`config.mk`:
```
export PLATFORM = sky130hd
export DESIGN_NAME = fspb_divider
export DESIGN_NICKNAME = d
export VERILOG_FILES = /design/src/fspb_pkg.sv /design/src/fspb_divider.sv
export SDC_FILE = /design/constraint.sdc
export NUM_CORES = 1
export LEC_CHECK = 0
export BUFFER_PORTS_ARGS = -buffer_cell sky130_fd_sc_hd__buf_2
export CAP_MARGIN = 20
export CORE_UTILIZATION = 55
export CTS_CLUSTER_DIAMETER = 50
export DETAILED_ROUTE_END_ITERATION = 10
export PLACE_DENSITY = 0.84
export SYNTH_ARGS = -nofsm -noshare
export SYNTH_HDL_FRONTEND = slang
export SYNTH_SLANG_ARGS = --single-unit
```
`constraint.sdc`:
```
create_clock -name clk -period 7.6 [get_ports clk]
set_clock_uncertainty 0.05 [all_clocks]
set_input_delay 0.76 -clock clk [delete_from_list [all_inputs] [get_ports clk]]
set_output_delay 0.76 -clock clk [all_outputs]
set_load 0.01 [all_outputs]
```
`src/fspb_pkg.sv`:
```
// ----------------------------------------------------------------------------
// fspb_pkg: shared types and constants for the fair share page budget block
// Widths of the request and result fields, the walk sequencer states and the
// interface between the chain cells and the top level.
// ----------------------------------------------------------------------------
package fspb_pkg;

  localparam int IdW     = 4;
  localparam int BytesW  = 36;
  localparam int PagesW  = 24;
  localparam int DemandW = 40;
  localparam logic [DemandW-1:0] DemandMax = {DemandW{1'b1}};
  localparam logic [PagesW-1:0] TotalReset = 24'd1048576;

  typedef enum logic [3:0] {
    ST_ACCUM,
    ST_SORT,
    ST_LOAD,
    ST_DIV,
    ST_GRANT,
    ST_SHARE_DIV,
    ST_SPLIT,
    ST_EMIT,
    ST_CLEAR
  } state_t;

  typedef struct packed {
    logic               acc_en;
    logic [IdW-1:0]     acc_id;
    logic [DemandW-1:0] acc_pages;
    logic               sort_en;
    logic               parity;
    logic               clear;
  } cell_ctrl_t;

endpackage

```
`src/fspb_divider.sv`:
```
// ----------------------------------------------------------------------------
// fspb_divider: restoring divider, one quotient bit per cycle
// Divides a 24-bit dividend by a narrow divisor.
// ----------------------------------------------------------------------------
module fspb_divider #(
  parameter int DW = 7
) (
  input  logic                     clk,
  input  logic                     rst,
  input  logic                     start,
  input  logic [fspb_pkg::PagesW-1:0] dividend,
  input  logic [DW-1:0]            divisor,
  output logic                     done,
  output logic [fspb_pkg::PagesW-1:0] quotient
);
  import fspb_pkg::*;

  localparam int CntW = $clog2(PagesW + 1);

  logic [PagesW-1:0] quo;
  logic [DW:0]       rem;
  logic [CntW-1:0]   cnt;
  logic              busy;
  logic [DW:0]       trial;

  assign trial = {rem[DW-1:0], quo[PagesW-1]};

  always_ff @(posedge clk) begin
    if (rst) begin
      busy <= 1'b0;
      done <= 1'b0;
      cnt  <= '0;
    end else begin
      done <= 1'b0;
      if (start) begin
        busy <= 1'b1;
        cnt  <= CntW'(PagesW);
        quo  <= dividend;
        rem  <= '0;
      end else if (busy) begin
        if (trial >= {1'b0, divisor}) begin
          rem <= trial - {1'b0, divisor};
          quo <= {quo[PagesW-2:0], 1'b1};
        end else begin
          rem <= trial;
          quo <= {quo[PagesW-2:0], 1'b0};
        end
        cnt <= cnt - 1'b1;
        if (cnt == CntW'(1)) begin
          busy <= 1'b0;
          done <= 1'b1;
        end
      end
    end
  end

  assign quotient = quo;
endmodule

```
-- After elaboration in Yosys (flattened, before gate mapping)
Index checks and enable logic that the tools add are counted.
- bits in registers: 38
- logic and storage cells: 27
- bitwise gates (word level): 2
- equality and inequality tests: 1
- reduce and logical (&&, ||, !) cells: 4
- multiplexer cells: 11
- magnitude comparators: 1
- $add $sub $neg: 2
- operator list (kind ; number):
    $mux W24 ; 2
    $mux W7 ; 2
    $mux W5 ; 2
    $ge A8 B7 Y1 ; 1
    $sub A7 B7 Y7 ; 1
    $eq A5 B1 Y1 const B ; 1
    $mux W1 ; 5
    $sub A5 B1 Y5 const B ; 1
    $reduce_or A3 Y1 ; 1
    $not A1 Y1 ; 2
    $reduce_and A2 Y1 ; 1
    $reduce_bool A2 Y1 ; 1
    $reduce_or A2 Y1 ; 1

-- Longest topological paths before layout
- depth after elaboration: 4
- depth in mapped cells: 8
- gate-level depth less buffers: 8

-- Worst setup path before layout
No wires, ideal clock.
- path type: input port to flip-flop
- from: in start
- to: reg quo[0] (netlist: quotient[0]) (enable)
- data arrival time: 2534 ps
- path buffers: 2
- setup slack: 4597 ps
- stages on the path: 4
- setup time: 419 ps
- required time: 7131 ps
- cell sequence: buf_2 buf_2 nor2_1 nor2_1
- word-level cells in the longest chain between the ends: 2
- RTL lines (item ; RTL line ; source):
    start, declared ; fspb_divider.sv:10 ; input logic start,
    $reduce_bool A2 Y1 (no line) ; n/a ;
    $reduce_and A2 Y1 (no line) ; n/a ;
    end signal, assigned ; fspb_divider.sv:38 ; quo <= dividend;
    end signal, assigned ; fspb_divider.sv:43 ; quo <= {quo[PagesW-2:0], 1'b1};
    end signal, assigned ; fspb_divider.sv:46 ; quo <= {quo[PagesW-2:0], 1'b0};
    end, declared ; fspb_divider.sv:20 ; logic [PagesW-1:0] quo;
Every way passes these cells.
A chain may end at the register's enable or synchronous reset.

-- Final worst setup path
- from: in divisor[0]
- to: reg rem[1] (data pin)
- word-level cells in the longest chain between the ends: 3
- RTL lines (item ; RTL line ; source):
    start, declared ; fspb_divider.sv:12 ; input logic [DW-1:0] divisor,
    $sub A7 B7 Y7 or $ge A8 B7 Y1 (tied branches) ; fspb_divider.sv:42, fspb_divider.sv:41 ;
    $mux W7 (*) ; fspb_divider.sv:41 ; if (trial >= {1'b0, divisor}) begin
    $mux W7 (*) ; fspb_divider.sv:40 ; end else if (busy) begin
    end signal, assigned ; fspb_divider.sv:42 ; rem <= trial - {1'b0, divisor};
    end signal, assigned ; fspb_divider.sv:45 ; rem <= trial;
    end, declared ; fspb_divider.sv:21 ; logic [DW:0] rem;
Mark *: on every way between the ends. The rest lies on a longest branch, timed or not. The select of a mux whose other input is x is not followed.

==> summary.md <==
| Metric | Value |
|---|---|
| Core Rows | 21 |
| Largest net degree at the start of global routing | 37 |
| Max-cap violations | 0 |
| CP max FO | 7 |
| Most crowded layer after global routing | met2 |
| Wire length of the first global-routing pass | 6.29 mm |
| CTS tree | built |
| Peak supply drop | 151 µV |
| DR vias | 1,465 |
| Cell internal pwr | ~360 µW |
| Syn_area_per_cell | about 12 µm² |
| Status | finished clean |
| Final hold violation count | 0 |
| Switching power | 126 µW |
| Layout cells sized above 1 | 0.449 |
| Initial cell density of the core | 0.592 |
| Final core occ | 0.710 |
| Worst r2r dst | rem[1]$_SDFFCE_PP0P_ |
| Crit path DAT | 2.46 ns |
| Max Slew Vio Count | 0 |
| Worst hold path type | reg2reg |
| Worst Setup SP | divisor[0] |
| IO Count | 59 |
| Remaining Overflow, GRT | 0 |
| Minimum clock period after layout | 2.35 ns |
| Diodes inserted | 0 |
| IO buf count | 58 |
| Power per Cell Area | between 150 and 200 nW/µm² |
| CP Launch Type | primary input |
| DP Worst Slack | 4.89 ns |
| Die width | 62.6 µm |
| Routed WL per cell | roughly 14 µm |
| Root Driver | clkbuf_4 |
| Vias in the first global route | 1,429 |
| Clk Latency, worst-skew pair | approximately 0.33 ns |
| Final net count | about 270 |
| Post-CTS sizing | 0 |
| Via density | 5.41 |
| Initial antenna violation count | 0 |
| Post-route ant nets | 0 |
| CTS Sinks | 38 |
| Share of flip-flops with an asynchronous set or reset | 0 |
| Final setup fails | 0 |
| # hold bufs at CTS | 0 |
| Commonest non-fill, non-tap cells in the layout | 58 x buf_2, 31 x edfxtp_1, 24 x mux2_2 |
| Post-CTS setup repair buffer count | 0 |
| Net Sw Frac | 0.261 |
| Met3 Use GR | 0.0566 |
| H-tree levels | 2 |
| Post-Route WL | 3.76 mm |
| Initial DRC Count | 72 |
| Crit. End Element | flip-flop |
| Worst R2R Path Depth | 8 |
| Dpl hpwl | 2.76 mm |
| Number of synthesized flops with an enable pin | 31 |
| Flop pwr share | 0.525 |
| Share of total power in combinational logic | 0.213 |
| GRT Util Overall | 0.204 |
| Clock power frac | 0.262 |
| Placer Congestion | 0.754 |
| Num CTS Buffers | 5 |
| Commonest non-fill, non-tap cell in the layout | buf_2 |
| M2 GR Usage | 0.337 |
| Setup TNS | 0 ns |
| Core area | about 3400 µm² |
| Synthesized area | 2020 µm² |
| Die ar. | 3920 µm² |
| Seq/Total Area, Yosys | 0.530 |
| Max Clk Rate | between 400 and 500 MHz |
| Synth Instances | 165 |
| Slew HR | 0.532 |
| Non-Filler Instances | approximately 270 |
| CP endpoint | rem[1]$_SDFFCE_PP0P_ |
| Worst r2r src | quotient[23]$_DFFE_PP_ |
| Clk pin slew, worst setup/hold paths | 0.11 ns |
| Synth cell types | 41 |
| Most common flop cell mapped by yosys | edfxtp_1 |
| Die Y-Extent | 62.6 µm |
| # DRC | 0 |
| Dpl cells | 263 |
| Fin crit share | 0.310 |
| CTS max path bufs | 2 |
| Synthesis Warnings | 0 |
| Yosys reg bits | 38 |
| Flop-to-flop setup slack | 5.32 ns |
| Initial DRT Pass Iterations | 4 |
| Syn Nets | 209 |
| Slew @ Worst Pin | around 0.7 ns |
| Critical Path RT | 7.71 ns |
| Met1 GRT Util | 0.266 |
| Area delta synth->final | 19.9% |
| Final setup margin | 5.25 ns |
| WS Path Type | in2reg |
| Static Leak | 0.000996 µW |
| Fill count | 265 |
| Unrepaired setup endpoints after global routing | false |
## synth_stat cells (2+ instances only)
library cell | number | share of area
buf_2 | 3 | 0.0074
dfxtp_1 | 7 | 0.069
edfxtp_1 | 31 | 0.46
nand2_1 | 2 | 0.0037
nor2b_1 | 2 | 0.0062
mux2_2 | 24 | 0.13
o21ai_0 | 7 | 0.017
nor3b_1 | 2 | 0.0074
a211oi_1 | 3 | 0.011
a21oi_1 | 10 | 0.025
o22ai_1 | 2 | 0.0062
nor3_1 | 5 | 0.012
clkbuf_1 | 2 | 0.0037
xnor2_1 | 5 | 0.022
nor4b_1 | 2 | 0.0087
ha_1 | 9 | 0.056
nor2_1 | 8 | 0.015
nand3_1 | 5 | 0.012
inv_1 | 14 | 0.026
## power by group through the flow
| stage | registers, µW | clock network (µW) | logic [µW] |
|---|---|---|---|
| 5_1_grt | 255 | 137 | 114 |
| 4_1_cts | 254 | 129 | 103 |
| 3_5_place_dp | 258 | 0 | 103 |
| 6_report | 253 | 127 | 103 |
| 2_1_floorplan | 260 | 0 | 70.1 |
| 3_3_place_gp | 258 | 0 | 100 |
## logic make-up (layout without fill, tap and decap cells)
group,Yosys count,count (layout),share of synthesized area
flip-flops,38,38,0.530
AO/OA/AOI/OAI,32,32,0.105
AND/OR/NAND/NOR,32,32,0.0861
multiplexers,26,26,0.144
buffers and inverters,21,81,0.0427
adder cells (fa/ha/maj),10,10,0.0656
XOR/XNOR,6,6,0.0260
## cell type report
cell class	instances	area, µm²	area share
clock buffers	8	78.8	0.0325
well taps	46	57.6	0.0237
multi-input cells	106	866	0.357
inverters	14	52.6	0.0217
flip-flops and latches	38	1070	0.442
repair buffers	59	298	0.123
## worst min-delay path by stage
stage,start,endpoint,slack [ns],cells past startpoint
5_1_grt,cnt[1]$_SDFFE_PP0P_,cnt[1]$_SDFFE_PP0P_,0.53,2
4_1_cts,cnt[1]$_SDFFE_PP0P_,cnt[1]$_SDFFE_PP0P_,0.48,2
2_1_floorplan,cnt[1]$_SDFFE_PP0P_,cnt[1]$_SDFFE_PP0P_,0.43,2
6_report,cnt[1]$_SDFFE_PP0P_,cnt[1]$_SDFFE_PP0P_,0.47,2
3_5_place_dp,cnt[1]$_SDFFE_PP0P_,cnt[1]$_SDFFE_PP0P_,0.46,2
3_3_place_gp,cnt[1]$_SDFFE_PP0P_,cnt[1]$_SDFFE_PP0P_,0.44,2
## through the flow
| step | area (µm²) | total power (µW) | hold slack, ns |
|---|---|---|---|
| floorplan | 2020 | 331 | 0.427 |
| detailed placement | 2340 | 361 | 0.460 |
| global route | 2420 | 507 | 0.534 |
| global placement | 2340 | 358 | 0.441 |
| finish | 2420 | 483 | 0.474 |
| CTS | 2420 | 486 | 0.476 |
## metal layers
layer / share of wire / vias up
met4: 0.0091 / 0
met5: 0 / -
met1: 0.46 / 679
met3: 0.064 / 4
li1: - / 732
met2: 0.47 / 50
## sequential cells by signal (all words and copies together), names as in the netlist
| signal | cells |
|---|---|
| quotient | 24 |
| rem | 7 |
| done | 1 |
| cnt | 5 |
| busy | 1 |
## worst max-delay path, cell delays in order
cell	delay, ns
buf_2	0.10
ha_1	0.21
fa_1	0.40
nand2b_2	0.21
o2bb2ai_2	0.15
a31oi_2	0.29
nor3_1	0.10
a211oi_1	0.24
Power figures use the tool's default switching activity.
