`src/fspb_pkg.sv`:
```
// ----------------------------------------------------------------------------
// fspb_pkg: shared types and constants for the fair share page budget block
// Widths of the request and result fields, the walk sequencer states and the
// interface between the chain cells and the top level.
// ----------------------------------------------------------------------------
package fspb_pkg;

  localparam int IdW     = 4;
  localparam int BytesW  = 36;
  localparam int PagesW  = 24;
  localparam int DemandW = 40;
  localparam logic [DemandW-1:0] DemandMax = {DemandW{1'b1}};
  localparam logic [PagesW-1:0] TotalReset = 24'd1048576;

  typedef enum logic [3:0] {
    ST_ACCUM,
    ST_SORT,
    ST_LOAD,
    ST_DIV,
    ST_GRANT,
    ST_SHARE_DIV,
    ST_SPLIT,
    ST_EMIT,
    ST_CLEAR
  } state_t;

  typedef struct packed {
    logic               acc_en;
    logic [IdW-1:0]     acc_id;
    logic [DemandW-1:0] acc_pages;
    logic               sort_en;
    logic               parity;
    logic               clear;
  } cell_ctrl_t;

endpackage

```
`src/fspb_cell.sv`:
```
// ----------------------------------------------------------------------------
// fspb_cell: one slot of the sorting chain
// Holds one application's id and demand; compares with its neighbor in
// odd-even transposition steps and trades entries with it on a swap.
// ----------------------------------------------------------------------------
module fspb_cell #(
  parameter int AW  = 4,
  parameter int POS = 0
) (
  input  logic                         clk,
  input  logic                         rst,
  input  fspb_pkg::cell_ctrl_t         ctrl,
  input  logic                         nb_present,
  input  logic [AW-1:0]                nb_id,
  input  logic [fspb_pkg::DemandW-1:0] nb_demand,
  input  logic                         pv_present,
  input  logic [AW-1:0]                pv_id,
  input  logic [fspb_pkg::DemandW-1:0] pv_demand,
  output logic                         present,
  output logic [AW-1:0]                id,
  output logic [fspb_pkg::DemandW-1:0] demand
);
  import fspb_pkg::*;

  logic [DemandW:0] sum;
  logic             is_left;
  logic             pair_on;
  logic             swap;
  logic             key_gt;

  assign sum = {1'b0, demand} + {1'b0, ctrl.acc_pages};
  assign is_left = ((POS % 2) == 0) ^ ctrl.parity;
  // cell is left of a pair: compares with next; right: with previous
  assign key_gt = is_left ?
      (present && (!nb_present ? 1'b1 :
        (demand > nb_demand) || (demand == nb_demand && id > nb_id))) & nb_present :
      (pv_present && (!present ? 1'b1 :
        (pv_demand > demand) || (pv_demand == demand && pv_id > id))) & present;
  // absent cells sink to the tail
  assign swap = is_left ? ((present && nb_present && key_gt) || (!present && nb_present))
                        : ((pv_present && present && key_gt) || (!pv_present && present));
  // hold the head when it has no left partner
  assign pair_on = is_left || (POS != 0);

  always_ff @(posedge clk) begin
    if (rst) begin
      present <= 1'b0;
      demand  <= '0;
      id      <= AW'(POS);
    end else if (ctrl.clear) begin
      present <= 1'b0;
      demand  <= '0;
      id      <= AW'(POS);
    end else if (ctrl.acc_en) begin
      if (int'(ctrl.acc_id) == POS && id == AW'(POS)) begin
        present <= 1'b1;
        demand  <= sum[DemandW] ? DemandMax : sum[DemandW-1:0];
      end
    end else if (ctrl.sort_en && pair_on && swap) begin
      if (is_left) begin
        present <= nb_present; id <= nb_id; demand <= nb_demand;
      end else begin
        present <= pv_present; id <= pv_id; demand <= pv_demand;
      end
    end
  end
endmodule

```
`config.mk`:
```
export PLATFORM = sky130hd
export DESIGN_NAME = fspb_cell
export DESIGN_NICKNAME = d
export VERILOG_FILES = /design/src/fspb_pkg.sv /design/src/fspb_cell.sv
export SDC_FILE = /design/constraint.sdc
export NUM_CORES = 1
export LEC_CHECK = 0
export BUFFER_PORTS_ARGS = -buffer_cell sky130_fd_sc_hd__buf_2
export CORE_MARGIN = 1.5
export CORE_UTILIZATION = 50
export CTS_BUF_LIST = sky130_fd_sc_hd__clkbuf_4 sky130_fd_sc_hd__clkbuf_8
export CTS_CLUSTER_DIAMETER = 30
export CTS_CLUSTER_SIZE = 16
export DETAILED_ROUTE_END_ITERATION = 16
export PLACE_DENSITY = 0.8
export SLEW_MARGIN = 0
export SYNTH_ARGS = -nofsm -noshare
export SYNTH_HDL_FRONTEND = slang
export SYNTH_SLANG_ARGS = --single-unit
```
`constraint.sdc`:
```
create_clock -name clk -period 3.6 [get_ports clk]
set_clock_uncertainty 0.15 [all_clocks]
set_input_delay 0.72 -clock clk [delete_from_list [all_inputs] [get_ports clk]]
set_output_delay 0.72 -clock clk [all_outputs]
set_load 0.005 [all_outputs]
```
# Word level (Yosys, flattened, before mapping)

Cells that the tools add are included.

Register bits after elaboration: 45
Latch bits: 0
RAM bits: 0
Memory bits (read-only): 0
Output and inout port bits: 45
Logic and storage cells: 54
Memories kept: 0

Add/subtract/negate cells: 1
Multiply operators: 0
Div/mod/pow operators: 0
$lt $le $gt $ge: 4
Equality and inequality tests: 3
Shift-type cells: 0
Multiplexer cells: 14
Bitwise logic cells: 4
Reductions and logical operators: 25

Operator list:

| kind                                                                     | count |
|---|---|
| 40-bit two-way mux                                                       | 5 |
| 40-bit == test                                                           | 2 |
| 40-bit > comparator                                                      | 2 |
| 40-bit by 40-bit adder with 41-bit output                                | 1 |
| 1-bit logical AND                                                        | 13 |
| 4-bit > comparator                                                       | 2 |
| 4-bit zero test                                                          | 2 |
| 1-bit two-way mux                                                        | 8 |
| 1-bit logical OR                                                         | 4 |
| 4-bit two-way mux                                                        | 1 |
| 2-bit AND reduction                                                      | 2 |
| 1-bit bitwise AND                                                        | 2 |
| 1-bit zero test                                                          | 2 |
| 2-bit by 1-bit inequality test with 1-bit output (second input constant) | 1 |
| 1-bit inverter                                                           | 2 |
| 2-bit nonzero test                                                       | 1 |
| 2-bit OR reduction                                                       | 1 |

# Logic depth before layout (Yosys ltp)

Gate-level depths: netlist (run 1).

Depth in word-level cells: 13
Gate-level depth with buffers: 13

# Worst setup path before layout (run 1)

No wires, ideal clock.

Path type: input to register
Start point: input ctrl[21] in the netlist's numbering
End point: register demand[38] in the netlist's numbering
Arrival time: 3.424 ns
Data required time: 3.357 ns
Path slack: -0.067 ns
Stages: 11
Cell sequence: ha_1 -> nand4_4 -> or4_1 -> a2111o_1 -> o2bb2ai_2 -> or3_1 -> and4_1 -> buf_6 -> buf_12 -> mux2_1 -> o32ai_1

Cells in the longest elaborated chain, start to end: 4

RTL lines:

| what                                      | line            | text |
|---|---|---|
| from (decl)                               | fspb_cell.sv:12 | `input fspb_pkg::cell_ctrl_t ctrl,` |
| 40-bit by 40-bit adder with 41-bit output | fspb_cell.sv:31 | `assign sum = {1'b0, demand} + {1'b0, ctrl.acc_pages};` |
| 40-bit two-way mux                        | fspb_cell.sv:57 | `demand <= sum[DemandW] ? DemandMax : sum[DemandW-1:0];` |
| 40-bit two-way mux                        | fspb_cell.sv:55 | `if (int'(ctrl.acc_id) == POS && id == AW'(POS)) begin` |
| 40-bit two-way mux                        | fspb_cell.sv:54 | `end else if (ctrl.acc_en) begin` |
| to (signal assigned)                      | fspb_cell.sv:57 |  |
| to (signal assigned)                      | fspb_cell.sv:61 | `present <= nb_present; id <= nb_id; demand <= nb_demand;` |
| to (signal assigned)                      | fspb_cell.sv:63 | `present <= pv_present; id <= pv_id; demand <= pv_demand;` |
| to (decl)                                 | fspb_cell.sv:21 | `output logic [fspb_pkg::DemandW-1:0] demand` |

Every way passes these cells. The select of a mux whose other input is x is not followed.
A chain may end at the register's enable or synchronous reset.

# Worst setup path in the final report (run 1)

Start point: input ctrl[24] in the netlist's numbering
End point: register demand[22] in the netlist's numbering

The elaborated chain is that of the path after synthesis.

==> qor.csv, run 1 <==
stage,metric,value,unit
synthesis,async_flop_share,0,%
cells_and_area,fin_util,64.6,%
timing,hold_violations,0,
global_routing,track_usage,27.9,%
synthesis,yosysMostFrequentCell,inv_1,
placed_design,place_congestion,0.903,
power,ir_drop,0.141,mV
synthesis,synth_common_cells,"inv_1, ha_1, nor2_1, a211oi_1, a21oi_1",
setup_path,critPathKind,input port to flop,
cells_and_area,nets,1257,
setup_path,cp-start-kind,input port,
synthesis,syn_inst,810,
synthesis,netlist_area,6490,µm²
timing,max_freq,0.292,GHz
global_routing,grt_max_degree,85,
clock_tree,clk_pin_slew_worst_paths,0.10,ns
cells_and_area,num_antenna_cells,0,
run_status,status,finished clean,
power,p_seq_share,36.3,%
routing,postRouteAntennaNets,0,
timing,slew_viol_final,0,
clock_tree,clk_latency,0.33,ns
synthesis,synthFlopType,dfxtp_1,
setup_path,cpPeakStageDelay,0.53,ns
worst_hold_path,hold_path.class,flop to flop,
floorplan,core,12700,µm²
synthesis,synth_enable_flop_cells,0,
clock_tree,ctsHoldBuffers,0,
timing,setup_viol,0,
clock_tree,clockBufferDepth,2,
synthesis,yosysWarnings,0,
timing,finalCritPeriodShare,95.1,%
floorplan,die_w,117,µm
synthesis,yosys.area.top_type,ha_1,
clock_tree,cts_setup_buffers,0,
placed_design,hpwlAfterDp,15600,µm
timing,rsz0062_at_grt,false,
floorplan,start_util,51.3,%
synthesis,yosys.cell_types.count,65,
cells_and_area,drive_above_1_share,34.2,%
setup_path,required,3.69,ns
cells_and_area,instances_no_fill,1205,
power,p_sw,518,µW
clock_tree,cts_sinks,45,
clock_tree,cts-resized-gates,0,
global_routing,grt_first_pass_wirelength,30600,µm
run,maxCapViolations,0,
timing,relSlewSlack,41.9,%
power,clkPwrFrac,25.0,%
routing,drtIter0Drc,297,
setup_path,cp.arrival,3.52,ns
clock_tree,cts_buffers,5,
global_routing,grt_pass1_vias,6512,
routing,num_vias,7001,
cells_and_area,area_delta_synth_final,25.9,%
placed_design,dp.cells,1197,
routing,wire_per_inst,16.0,µm
clock_tree,htreeDepth,2,
timing,period_minus_slack,3.42,ns
clock_tree,cts_tree,done,
global_routing,antenna_found_initial,0,
synthesis,ys_ff_latch,45,
power,power.internal,898,µW
setup_path,crit_buf_inv,2,
floorplan,ios,185,
floorplan,die_h,117,µm
power,p_leak,0.00391,µW
global_routing,grt_overflow,0,
routing,first_pass_iters,5,
setup_path,worst_setup_path_end_kind,flop,
synthesis,synth_top_area_share,16.2,%
setup_path,path_delay_family,simple AND/OR/NAND/NOR gates,
power,p_comb_share,38.7,%
synthesis,synth_fp_nets,1035,
floorplan,die_area,13700,µm²
power,p_per_area,173,nW/µm²
setup_path,crit_chain,"buf_2, ha_1, nand4_1, or4_1, a2111o_1, o2bb2ai_2, or3_1, and4_2, buf_12, a211oi_1, o32ai_2",
timing,worst_slew_pin_slew,0.871,ns
routing,finalWirelength,19300,µm
setup_path,path_max_fanout,22,
setup_path,crit_slowest_cell,or4_1,
synthesis,synth.avg_cell_area,8.02,µm²
synthesis,synth_seq_area_share,13.9,%
cells_and_area,nFillCells,1100,
clock_tree,cts_root_buffer,clkbuf_8,
floorplan,row_count,41,
routing,vias_per_cell,5.81,
routing,route.detailed.drc,0,
placed_design,port_buffers,183,
synthesis,netlist_top_cells_area,"ha_1, dfxtp_1, o32ai_2, a211oi_1, inv_1",
power,swShare,36.6,%
==> tightest hold or removal path: stages, from the launching register on <==
cell and delay [ns]:
dfxtp_1 0.36, inv_1 0.06, o32ai_1 0.05
==> registers in the layout, summed over array words and instances, names as in the netlist <==
name     cells
demand      40
present      1
id           4
==> layer usage <==
| metal | vias to the layer above | global-route usage, % | wire length, µm |
|---|---|---|---|
| met1 | 3246 | 35.8 | 8850 |
| met5 | - | 0 | 0 |
| met2 | 202 | 48.8 | 9210 |
| met4 | 0 | 8.35 | 369 |
| li1 | 3520 | - | - |
| met3 | 33 | 3.76 | 850 |
==> cells by family after synthesis <==
| kind of cell | after synthesis | share of synthesized area (%) |
|---|---|---|
| multiplexers | 6 | 0.944 |
| flip-flops | 45 | 13.9 |
| AND/OR/NAND/NOR | 204 | 15.8 |
| XOR/XNOR | 23 | 3.10 |
| adder cells (fa/ha/maj) | 85 | 16.5 |
| AO/OA/AOI/OAI | 307 | 40.5 |
| buffers and inverters | 140 | 9.30 |
==> placed cells by master (no fill, tap or decap), drive strengths merged, types with 4 or more instances in the layout <==
| cell | instances |
|---|---|
| o32ai | 40 |
| dfxtp | 45 |
| ha | 84 |
| a31oi | 5 |
| nor2 | 73 |
| a221oi | 14 |
| buf | 257 |
| clkbuf | 6 |
| nor3 | 11 |
| nand2b | 4 |
| a2111oi | 4 |
| o21ai | 40 |
| nand2 | 32 |
| xor2 | 8 |
| nand3 | 13 |
| xnor2 | 15 |
| inv | 98 |
| and3 | 8 |
| mux2i | 5 |
| a211oi | 71 |
| nand4 | 16 |
| nor4 | 6 |
| or2 | 7 |
| a22oi | 4 |
| a21boi | 5 |
| a21o | 23 |
| o211ai | 8 |
| and4 | 5 |
| o21bai | 5 |
| or3 | 11 |
| nor2b | 6 |
| a21oi | 54 |
| a311oi | 7 |
| o21a | 7 |
| and2 | 4 |
==> per-stage QoR <==
stage | hold slack (ns) | setup WS [ns] | cell area, µm² | power, µW | setup TNS (ns)
5_1_grt | 0.376 | 0.104 | 8180 | 1500 | 0
2_1_floorplan | 0.329 | 0.0206 | 6550 | 861 | 0
3_5_place_dp | 0.351 | -0.121 | 8090 | 1070 | -3.35
4_1_cts | 0.364 | 0.199 | 8180 | 1420 | 0
3_3_place_gp | 0.341 | -0.107 | 8090 | 1060 | -2.55
6_report | 0.362 | 0.176 | 8180 | 1420 | 0
==> cell type report <==
class / instances / area (µm²) / area share, %
clock inverter: 2 / 15.0 / 0.184
timing repair buffer: 257 / 1550 / 18.9
inverter: 98 / 368 / 4.50
clock buffer: 6 / 76.3 / 0.933
multi-input combinational: 625 / 5060 / 61.8
sequential: 45 / 901 / 11.0
tap: 172 / 215 / 2.63
==> path summary, 6_finish.rpt <==
kind	from	endpoint	slack, ns	cells after the start
worst max-delay path	ctrl[24]	demand[22]$_SDFFE_PP0P_	0.18	11
worst min-delay path	demand[38]$_SDFFE_PP0P_	demand[38]$_SDFFE_PP0P_	0.36	2
worst max register to register	demand[23]$_SDFFE_PP0P_	demand[22]$_SDFFE_PP0P_	0.29	10
worst min register to register	demand[38]$_SDFFE_PP0P_	demand[38]$_SDFFE_PP0P_	0.36	2
==> power groups by stage <==
stage | Combinational [µW] | Clock [µW] | Sequential, µW
after floorplan | 336 | 0 | 525
after global placement | 532 | 0 | 526
after detailed placement | 543 | 0 | 526
final | 548 | 353 | 514
after global routing | 605 | 383 | 516
after CTS | 546 | 359 | 514
No activity file was read; power rests on OpenSTA's default activity.
==> run 2, diff against run 1 <==
--- a/config.mk
+++ b/config.mk
@@ -6,13 +6,15 @@
 export NUM_CORES = 1
 export LEC_CHECK = 0
 export BUFFER_PORTS_ARGS = -buffer_cell sky130_fd_sc_hd__buf_2
+export CELL_PAD_IN_SITES_DETAIL_PLACEMENT = 2
+export CELL_PAD_IN_SITES_GLOBAL_PLACEMENT = 2
 export CORE_MARGIN = 1.5
-export CORE_UTILIZATION = 50
+export CORE_UTILIZATION = 28
 export CTS_BUF_LIST = sky130_fd_sc_hd__clkbuf_4 sky130_fd_sc_hd__clkbuf_8
 export CTS_CLUSTER_DIAMETER = 30
 export CTS_CLUSTER_SIZE = 16
 export DETAILED_ROUTE_END_ITERATION = 16
-export PLACE_DENSITY = 0.8
+export PLACE_DENSITY_LB_ADDON = 0.1
 export SLEW_MARGIN = 0
 export SYNTH_ARGS = -nofsm -noshare
 export SYNTH_HDL_FRONTEND = slang
==> run 2 against run 1 <==
  * Global-route usage decreased by 5.8 points
  * Critical endpoint is now demand[38]$_SDFFE_PP0P_
  * Wire length increased by 38%
  * Clock-buffer cell count decreased by 1
  * Largest power group unchanged
==> qor.csv, run 2 (synthesis gave the netlist of run 1 again) <==
stage,metric,value,unit
setup_path,worst_setup_path_end_kind,flop,
worst_hold_path,hold_path.class,flop to flop,
timing,relSlewSlack,51.3,%
timing,finalCritPeriodShare,98.0,%
routing,wl_met1,12400,µm
cells_and_area,reg_top3,"demand: 40 flops, id: 4 flops, present: 1 flops",
timing,setup_viol,0,
placed_design,hpwlAfterDp,22200,µm
setup_path,critPathLaunch,ctrl[25],
power,ir_drop,0.121,mV
cells_and_area,num_antenna_cells,0,
clock_tree,cts_root_buffer,clkbuf_8,
global_routing,track_usage,22.1,%
placed_design,dp.cells,1344,
cells_and_area,layout_commonest_cell,buf_2,
global_routing,grt_max_degree,47,
cells_and_area,largest_reg_flops,40,
setup_path,cp-start-kind,input port,
setup_path,required,3.70,ns
setup_path,reg2reg_from,demand[23]$_SDFFE_PP0P_,
floorplan,die_area,24100,µm²
clock_tree,clockBufferDepth,2,
timing,worst_slew_pin_slew,0.723,ns
cells_and_area,nets,1291,
timing,rsz0062_at_grt,false,
global_routing,antenna_found_initial,0,
placed_design,placed_cell_area,8520,µm²
floorplan,ios,185,
setup_path,cp.arrival,3.63,ns
routing,drtIter0Drc,232,
floorplan,die_w,155,µm
clock_tree,cts_setup_buffers,0,
routing,highest_layer,met4,
power,p_per_area,179,nW/µm²
cells_and_area,nFillCells,2697,
routing,num_vias,7226,
clock_tree,cts_buffers,5,
run,maxCapViolations,0,
placed_design,place_congestion,0.819,
clock_tree,ctsHoldBuffers,0,
setup_path,critPathKind,input port to flop,
clock_tree,cts_sinks,45,
floorplan,die_h,155,µm
cells_and_area,area_delta_synth_final,33.2,%
routing,route.detailed.drc,0,
floorplan,row_count,55,
global_routing,grt_pass1_vias,7831,
worst_hold_path,min_from,demand[38]$_SDFFE_PP0P_,
cells_and_area,regMostFlops,demand,
clock_tree,htreeDepth,2,
global_routing,grt_first_pass_wirelength,42200,µm
floorplan,core,22700,µm²
cells_and_area,instances_no_fill,1352,
clock_tree,clk_pin_slew_worst_paths,0.11,ns
cells_and_area,design_area,8650,µm²
clock_tree,cts_tree,done,
timing,max_freq,0.284,GHz
placed_design,port_buffers,183,
cells_and_area,drive_above_1_share,36.6,%
timing,slew_viol_final,0,
timing,hold_violations,0,
clock_tree,clk_latency,0.33,ns
timing,period_minus_slack,3.53,ns
routing,finalWirelength,26600,µm
power,p_leak,0.00411,µW
routing,wire_per_inst,19.7,µm
routing,route.met3.wl,682,µm
routing,route.met2.wl,13200,µm
setup_path,path_max_fanout,2,
timing,fin_tns_setup,0,ns
routing,postRouteAntennaNets,0,
run_status,status,finished clean,
power,finalPower,1550,µW
clock_tree,cts-resized-gates,0,
routing,vias_per_cell,5.34,
global_routing,grt_overflow,0,
cells_and_area,final_cell_mix,"buf_2, buf_4, inv_1, ha_1, nor2_1",
floorplan,start_util,28.6,%
routing,first_pass_iters,4,
cells_and_area,fin_util,38.1,%
==> run 2: per-stage QoR <==
step,worst slack [ns],hold slack [ns]
4_1_cts,0.0794,0.380
3_5_place_dp,-0.286,0.346
3_3_place_gp,-0.218,0.341
5_1_grt,0.0103,0.392
6_report,0.0738,0.367
2_1_floorplan,0.0206,0.329
==> run 2: area by class of cell <==
class,instances,area (µm²),area share (%)
Inverter,98,368,4.25
Clock inverter,3,46.3,0.535
Multi-Input combinational cell,625,5070,58.6
Clock buffer,5,68.8,0.795
Sequential cell,45,901,10.4
Tap cell,285,357,4.12
Timing Repair Buffer,291,1840,21.3
==> run 2: critical path, stage by stage <==
cell and delay [ns]:
buf_2 0.10, ha_1 0.30, nand4_1 0.17, or4_1 0.55
a2111o_1 0.48, o2bb2ai_2 0.19, or3_1 0.18, and4_2 0.28
buf_4 0.14, mux2_1 0.31, o32ai_1 0.21
==> run 2: final timing paths <==
| path | endpoint | depth (start not counted) | slack [ns] |
|---|---|---|---|
| worst max-delay path | demand[38]$_SDFFE_PP0P_ | 11 | 0.07 |
| worst min-delay path | demand[38]$_SDFFE_PP0P_ | 2 | 0.37 |
| worst max register to register | demand[38]$_SDFFE_PP0P_ | 10 | 0.18 |
| worst min register to register | demand[38]$_SDFFE_PP0P_ | 2 | 0.37 |
==> run 2: routing by layer <==
layer | vias to the layer above | GRT usage (%)
met2 | 125 | 40.2
met3 | 15 | 2.09
met1 | 3502 | 28.6
met5 | - | 0
li1 | 3584 | -
met4 | 0 | 3.36
==> run 2: power by group <==
part / total [µW] / leakage, µW / internal (µW) / switching, µW
registers: 515 / 0.000363 / 505 / 9.71
logic: 589 / 0.00369 / 260 / 329
clock network: 447 / 0.0000543 / 209 / 239
